--- config.mk ---
export PLATFORM = sky130hd
export DESIGN_NAME = sorted_list_insert_delete_unit_flat
export DESIGN_NICKNAME = d
export VERILOG_FILES = /design/src/rtl/slid_pkg.sv /design/src/rtl/slid_if.sv /design/src/rtl/slid_cell.sv /design/src/rtl/sorted_list_insert_delete_unit.sv /design/src/flat_wrapper.sv
export SDC_FILE = /design/constraint.sdc
export NUM_CORES = 2
export LEC_CHECK = 0
export ABC_AREA = 1
export BUFFER_PORTS_ARGS = -buffer_cell sky130_fd_sc_hd__buf_2
export CAP_MARGIN = 25
export CORE_ASPECT_RATIO = 0.75
export CORE_UTILIZATION = 55
export CTS_CLUSTER_DIAMETER = 50
export DETAILED_ROUTE_END_ITERATION = 10
export PLACE_DENSITY_LB_ADDON = 0.05
export SLEW_MARGIN = 20
export SYNTH_ARGS = -nofsm -noshare
export SYNTH_HDL_FRONTEND = slang
export SYNTH_SLANG_ARGS = --single-unit
--- constraint.sdc ---
create_clock -name clk -period 5.1 [get_ports clk]
set_clock_uncertainty 0.1 [all_clocks]
set_input_delay 0.255 -clock clk [delete_from_list [all_inputs] [get_ports clk]]
set_output_delay 0.255 -clock clk [all_outputs]
set_load 0.02 [all_outputs]
--- src/rtl/slid_pkg.sv ---
// Package with shared types and constants of the sorted list insert/delete unit.
`timescale 1ns / 1ps
`default_nettype none

package slid_pkg;

	localparam int VALUE_W  = 32;
	localparam int COUNT_W  = 5;
	localparam int POS_W    = 4;
	localparam int STATUS_W = 2;

	typedef enum logic {
		FUNC_INSERT = 1'b0,
		FUNC_DELETE = 1'b1
	} func_t;

	typedef enum logic [STATUS_W-1:0] {
		ST_DONE      = 2'd0,
		ST_NOT_FOUND = 2'd1,
		ST_FULL      = 2'd2
	} status_t;

	typedef struct packed {
		logic                      ins_en;
		logic                      del_en;
		logic signed [VALUE_W-1:0] value;
	} cell_cmd_t;

	typedef struct packed {
		logic lt;
		logic bnd;
		logic hit;
	} cell_flag_t;

endpackage

`default_nettype wire

--- src/rtl/slid_if.sv ---
// Interfaces of the request and response channels.
`timescale 1ns / 1ps
`default_nettype none

interface slid_req_if;
	logic                               valid;
	logic                               ready;
	slid_pkg::func_t                    func;
	logic signed [slid_pkg::VALUE_W-1:0] value;

	modport source (output valid, output func, output value, input ready);
	modport sink (input valid, input func, input value, output ready);
endinterface

interface slid_rsp_if;
	logic                          valid;
	logic                          ready;
	slid_pkg::status_t             status;
	logic [slid_pkg::COUNT_W-1:0]  entry_count;
	logic [slid_pkg::POS_W-1:0]    position;

	modport source (output valid, output status, output entry_count, output position,
		input ready);
	modport sink (input valid, input status, input entry_count, input position,
		output ready);
endinterface

`default_nettype wire

--- src/rtl/slid_cell.sv ---
// One storage cell of the sorted row: compares its entry and shifts with its neighbors.
`timescale 1ns / 1ps
`default_nettype none

module slid_cell #(
	parameter int CNT_W = 5,
	parameter int IDX   = 0
) (
	input  wire logic                                clk,
	input  wire slid_pkg::cell_cmd_t                 cmd,
	input  wire logic [CNT_W-1:0]                    count,
	input  wire logic                                lt_prev,
	input  wire logic signed [slid_pkg::VALUE_W-1:0] entry_prev,
	input  wire logic signed [slid_pkg::VALUE_W-1:0] entry_next,
	output logic signed [slid_pkg::VALUE_W-1:0]      entry,
	output slid_pkg::cell_flag_t                     flag
);

	logic signed [slid_pkg::VALUE_W-1:0] entry_q;
	logic                                occupied;

	assign occupied = count > CNT_W'(IDX);
	assign entry    = entry_q;

	always_comb begin
		flag.lt  = occupied && (entry_q < cmd.value);
		flag.bnd = lt_prev && !flag.lt;
		flag.hit = flag.bnd && occupied && (entry_q == cmd.value);
	end

	always_ff @(posedge clk) begin
		if (cmd.ins_en && !flag.lt) begin
			entry_q <= flag.bnd ? cmd.value : entry_prev;
		end else if (cmd.del_en && !flag.lt) begin
			entry_q <= entry_next;
		end
	end

endmodule

`default_nettype wire

--- src/rtl/sorted_list_insert_delete_unit.sv ---
// Top level of the sorted list insert/delete unit: request stage, cell row and response register.
// The unit keeps up to CAPACITY signed values in ascending order in a row of cells. A request
// beat is registered in the request stage; every cell then compares the value with its own
// entry, and the cells from the insert or delete position onward shift by one place when the
// operation is carried out, and the response is then offered from the response register. One
// request per clock is sustained while responses are taken; the rate is set by the single
// compare-and-shift step of the cell row. An insert into a full store is dropped with status
// full, and a delete that finds no equal entry reports not-found. Entry count and position
// give the low bits of the true values when CAPACITY is large.
`timescale 1ns / 1ps
`default_nettype none

module sorted_list_insert_delete_unit #(
	parameter int CAPACITY = 16
) (
	input wire logic   clk,
	input wire logic   arst_n,
	slid_req_if.sink   req,
	slid_rsp_if.source rsp
);

	localparam int CNT_W = $clog2(CAPACITY + 1);
	localparam int IDX_W = $clog2(CAPACITY);

	logic                                valid_s1;
	slid_pkg::func_t                     func_s1;
	logic signed [slid_pkg::VALUE_W-1:0] value_s1;

	logic [CNT_W-1:0]  count_q;
	logic              rsp_valid_q;
	slid_pkg::status_t status_q;
	logic [slid_pkg::COUNT_W-1:0] entry_count_q;
	logic [slid_pkg::POS_W-1:0]   position_q;

	logic advance;
	logic do_op;
	logic full;
	logic found;
	logic [IDX_W-1:0] pos_idx;
	logic [CNT_W-1:0] count_next;
	slid_pkg::status_t status_next;

	slid_pkg::cell_cmd_t  cmd;
	slid_pkg::cell_flag_t flags [CAPACITY];
	logic signed [slid_pkg::VALUE_W-1:0] entries [CAPACITY];
	logic [CAPACITY-1:0] lt_vec;
	logic [CAPACITY-1:0] bnd_vec;
	logic [CAPACITY-1:0] hit_vec;

	assign advance   = !rsp_valid_q || rsp.ready;
	assign do_op     = valid_s1 && advance;
	assign req.ready = !valid_s1 || advance;
	assign full      = count_q == CNT_W'(CAPACITY);
	assign found     = |hit_vec;

	assign cmd.ins_en = do_op && (func_s1 == slid_pkg::FUNC_INSERT) && !full;
	assign cmd.del_en = do_op && (func_s1 == slid_pkg::FUNC_DELETE) && found;
	assign cmd.value  = value_s1;

	for (genvar i = 0; i < CAPACITY; i++) begin : g_cell
		slid_cell #(
			.CNT_W (CNT_W),
			.IDX   (i)
		) u_cell (
			.clk        (clk),
			.cmd        (cmd),
			.count      (count_q),
			.lt_prev    ((i == 0) ? 1'b1 : lt_vec[(i == 0) ? 0 : i - 1]),
			.entry_prev ((i == 0) ? value_s1 : entries[(i == 0) ? 0 : i - 1]),
			.entry_next ((i == CAPACITY - 1) ? entries[i]
				: entries[(i == CAPACITY - 1) ? i : i + 1]),
			.entry      (entries[i]),
			.flag       (flags[i])
		);
		assign lt_vec[i]  = flags[i].lt;
		assign bnd_vec[i] = flags[i].bnd;
		assign hit_vec[i] = flags[i].hit;
	end

	always_comb begin
		pos_idx = '0;
		for (int i = 0; i < CAPACITY; i++) begin
			pos_idx = pos_idx | (bnd_vec[i] ? IDX_W'(i) : '0);
		end
	end

	always_comb begin
		count_next  = count_q;
		status_next = slid_pkg::ST_DONE;
		if (func_s1 == slid_pkg::FUNC_INSERT) begin
			if (full) begin
				status_next = slid_pkg::ST_FULL;
			end else begin
				count_next = count_q + CNT_W'(1);
			end
		end else begin
			if (found) begin
				count_next = count_q - CNT_W'(1);
			end else begin
				status_next = slid_pkg::ST_NOT_FOUND;
			end
		end
	end

	always_ff @(posedge clk or negedge arst_n) begin
		if (!arst_n) begin
			valid_s1    <= 1'b0;
			rsp_valid_q <= 1'b0;
			count_q     <= '0;
		end else begin
			if (req.ready) begin
				valid_s1 <= req.valid;
			end
			if (do_op) begin
				rsp_valid_q <= 1'b1;
				count_q     <= count_next;
			end else if (rsp.ready) begin
				rsp_valid_q <= 1'b0;
			end
		end
	end

	always_ff @(posedge clk) begin
		if (req.valid && req.ready) begin
			func_s1  <= req.func;
			value_s1 <= req.value;
		end
		if (do_op) begin
			status_q      <= status_next;
			entry_count_q <= slid_pkg::COUNT_W'(count_next);
			position_q    <= (status_next == slid_pkg::ST_DONE)
				? slid_pkg::POS_W'(pos_idx) : '0;
		end
	end

	assign rsp.valid       = rsp_valid_q;
	assign rsp.status      = status_q;
	assign rsp.entry_count = entry_count_q;
	assign rsp.position    = position_q;

	a_count_bound: assert property (@(posedge clk) disable iff (!arst_n)
		count_q <= CNT_W'(CAPACITY))
		else $error("Stored count exceeds the capacity.");

	a_hit_single: assert property (@(posedge clk) disable iff (!arst_n)
		$onehot0(hit_vec) && $onehot0(bnd_vec))
		else $error("More than one cell claims the insert or delete position.");

	a_full_drop: assert property (@(posedge clk) disable iff (!arst_n)
		(do_op && func_s1 == slid_pkg::FUNC_INSERT && full)
		|=> (rsp.valid && rsp.status == slid_pkg::ST_FULL && $stable(count_q)))
		else $error("Insert into a full store was not dropped.");

	a_delete_count: assert property (@(posedge clk) disable iff (!arst_n)
		(do_op && func_s1 == slid_pkg::FUNC_DELETE && found)
		|=> (count_q == $past(count_q) - CNT_W'(1)))
		else $error("Successful delete did not decrement the count.");

endmodule

`default_nettype wire
--- src/flat_wrapper.sv ---
// flat-port wrapper written by rule: the top's interface ports become plain ports
module sorted_list_insert_delete_unit_flat 
#(
	parameter int CAPACITY = 16
)
  (clk, arst_n, req_valid, req_func, req_value, req_ready, rsp_valid, rsp_status, rsp_entry_count, rsp_position, rsp_ready);
  slid_req_if req_i ();
  slid_rsp_if rsp_i ();
  input wire logic clk;
  input wire logic arst_n;
  input wire logic [$bits(req_i.valid)-1:0] req_valid;
  input wire logic [$bits(req_i.func)-1:0] req_func;
  input wire logic [$bits(req_i.value)-1:0] req_value;
  output wire logic [$bits(req_i.ready)-1:0] req_ready;
  output wire logic [$bits(rsp_i.valid)-1:0] rsp_valid;
  output wire logic [$bits(rsp_i.status)-1:0] rsp_status;
  output wire logic [$bits(rsp_i.entry_count)-1:0] rsp_entry_count;
  output wire logic [$bits(rsp_i.position)-1:0] rsp_position;
  input wire logic [$bits(rsp_i.ready)-1:0] rsp_ready;
  assign req_i.valid = req_valid;
  assign req_i.func = req_func;
  assign req_i.value = req_value;
  assign req_ready = req_i.ready;
  assign rsp_valid = rsp_i.valid;
  assign rsp_status = rsp_i.status;
  assign rsp_entry_count = rsp_i.entry_count;
  assign rsp_position = rsp_i.position;
  assign rsp_i.ready = rsp_ready;
  sorted_list_insert_delete_unit #(.CAPACITY(CAPACITY)) u_core (.clk(clk), .arst_n(arst_n), .req(req_i), .rsp(rsp_i));
endmodule
==> out/metrics.yaml <==
p_leak_nw: 19.0
cts_sinks: 563
grt_max_degree: 92
drv_slew: 0
hpwl_um: 96700
crit_path_end_kind: "flip-flop"
ys_dominant_reg_cell: "edfxtp_1"
synthArstFlopShare: 0.0124
tns_ns: 0
cts_tree: "yes"
core-area_um2: 72200
layout_common_cells: "1,021 x o21ai_0, 925 x nand2_1, 556 x edfxtp_1, 517 x ha_1, 480 x nor2_1"
wire_per_inst_um: 21.9
nets: 5495
p_per_area_nw_per_um2: 408
rows: 85
worstPathMaxFanout: 68
syn_nets: 5432
start_kind: "flip-flop"
initial_utilization: 0.559
antennaDiodeCount: 0
outcome: "finished with violations"
ir_drop_v: 0.000311
cts_made_buffers: 70
grt_pass1_wl_um: 203000
layout_commonest_cell: "o21ai_0"
drcViolationCount: 4
fin_crit_ns: 4.78
finalHoldViolCount: 0
utilization: 0.624
ys_warn_count: 0
cts_resized: 0
area_growth_pct: 11.5
clk_latency_ns: 0.64
yosysSeqAreaShare: 0.418
die_x_um: 315
die_y_um: 237
clk_pin_slew_ns: 0.06
setup_viol: 0
synth_edf_count: 556
clock_tree.root_cell: "clkbuf_16"
portBuffers: 49
post_synth.cell_area_avg_um2: 8.28
drtIter0Drc: 4139
max_clock_freq_mhz: 209
finalWeightedCongestion: 0.981
grt.total_usage: 0.350
h-tree-depth: 3
hold_class: "in -> reg"
routed_wl_um: 130000
post-place-cells: 5786
cts_buffer_depth: 3
max_slew.worst_pin.slew_ns: 1.08
fin_cells: 5951
gr-total-overflow: 0
rsz0062_at_grt: "no"
synthCells: 4878
io_pins: 50
drt_pass1_iterations: 11
drv_cap: 0
ys_types: 43
synth.cell_area_um2: 40400
via_per_inst: 6.18
worstPathArrival_ns: 5.16
worstPathRequired_ns: 5.48
failed_checks: "design-rule violations"
grt_pass1_vias: 34659
fin_crit_sh: 0.937
path_class: "reg -> reg"
ys_ff_latch: 563
drive_above_1_share: 0.0795
vias: 36772
die-area_um2: 74500
ant_nets: 0
antenna_found_initial: 0
slew_headroom: 0.279
[Yosys cell counts, types with 4 or more instances]
| cell type | instances | area share |
|---|---|---|
| a21o_1 | 12 | 0.0022 |
| a21oi_1 | 377 | 0.047 |
| and3_1 | 4 | 0.00062 |
| buf_1 | 4 | 0.00037 |
| buf_2 | 29 | 0.0036 |
| clkbuf_1 | 219 | 0.020 |
| clkinv_1 | 8 | 0.00074 |
| dfrtp_1 | 7 | 0.0043 |
| edfxtp_1 | 556 | 0.41 |
| ha_1 | 517 | 0.16 |
| inv_1 | 233 | 0.022 |
| inv_2 | 16 | 0.0015 |
| nand2_1 | 931 | 0.087 |
| nand3_1 | 108 | 0.013 |
| nand3_2 | 7 | 0.0017 |
| nand3b_1 | 4 | 0.00074 |
| nand4_1 | 40 | 0.0062 |
| nor2_1 | 499 | 0.046 |
| nor2_2 | 24 | 0.0037 |
| nor2_4 | 5 | 0.0014 |
| nor3_1 | 23 | 0.0029 |
| nor4_1 | 17 | 0.0026 |
| nor4b_1 | 4 | 0.00087 |
| o21a_1 | 32 | 0.0059 |
| o21ai_0 | 1021 | 0.13 |
| o21ai_1 | 145 | 0.018 |
| o21bai_1 | 5 | 0.00093 |
| o22ai_1 | 9 | 0.0014 |
[flip-flops by register name, summed over array words and instances, names as in the netlist, 2 cells and up]
| name | cells |
|---|---|
| u_core.g_cell.u_cell.entry | 512 |
| u_core.rsp.status | 2 |
| u_core.count_q | 5 |
| u_core.value_s1 | 32 |
| u_core.rsp.entry_count | 5 |
| u_core.rsp.position | 4 |
[critical path, cell delays in order (launching register included)]
cell and delay [ns]:
edfxtp_1 0.66, inv_1 0.12, buf_4 0.25, ha_1 0.34
nand2_1 0.06, nor2_1 0.24, nand4_1 0.14, nor3b_1 0.24
nand2_1 0.12, nand2_1 0.07, nand2_1 0.07, inv_2 0.08
nor2_4 0.04, buf_4 0.34, nor2_2 0.77, buf_4 0.44
o21ai_0 0.30, o21ai_1 0.21
[area by class of cell]
type / instances / area, um^2
inverter: 257 / 970
sequential: 563 / 16900
fill: 6406 / 27200
clock inverter: 41 / 484
tap: 957 / 1200
clock buffer: 84 / 1850
timing repair buffer: 244 / 2000
multi-input combinational: 3805 / 21700
[cell families (layout without fill, tap and decap cells)]
group | after synthesis | in the layout | synth area share
compound gates | 1609 | 1609 | 0.203
simple gates | 1677 | 1677 | 0.170
buf+inv | 510 | 626 | 0.0485
fa+ha+maj | 517 | 517 | 0.160
flops | 563 | 563 | 0.418
xor+xnor | 2 | 2 | 0.000434
[per-stage QoR]
stage          hold slack [ns]  cell area (um^2)  total power, W  worst slack (ns)
6_report                 0.231             45000          0.0184             0.319
4_1_cts                  0.200             45000          0.0182             0.407
3_3_place_gp            0.0304             42300          0.0128             0.446
2_1_floorplan           -0.141             40400          0.0107             0.679
5_1_grt                  0.223             45000          0.0194            0.0345
3_5_place_dp            0.0333             42300          0.0130             0.414
[where the power goes]
| part | leakage (nW) | internal (W) | switching [W] |
|---|---|---|---|
| Sequential | 5.27 | 0.00609 | 0.000569 |
| Combinational | 12.6 | 0.00192 | 0.00453 |
| Clock | 1.14 | 0.00307 | 0.00219 |
[timing repair]
item                                   CTS  global route
endpoints found under the hold margin   42             0
buffers inserted                         0             0
hold buffers                            39             0
[final timing paths]
kind,start,end,slack (ns),cells after the start
worst max-delay path,u_core.value_s1[21],u_core.g_cell[13].u_cell.entry[19],0.32,17
worst min-delay path,req_value[0],u_core.value_s1[0],0.23,2
max in group asynchronous,arst_n,u_core.count_q[1],4.00,3
worst min register to register,u_core.g_cell[15].u_cell.entry[31],u_core.g_cell[14].u_cell.entry[31],0.44,2
min in group asynchronous,arst_n,u_core.valid_s1,0.55,3
worst max register to register,u_core.value_s1[21],u_core.g_cell[13].u_cell.entry[19],0.32,17
[per-layer routing]
layer / share of wire / vias to the layer above / track usage / routed length (um)
li1: - / 17400 / - / -
met1: 0.46 / 17495 / 0.544 / 60500
met5: 0 / - / 0 / 0
met4: 0.028 / 0 / 0.105 / 3600
met3: 0.092 / 208 / 0.0465 / 12000
met2: 0.42 / 1669 / 0.502 / 54400
No activity file was read; power rests on OpenSTA's default activity.
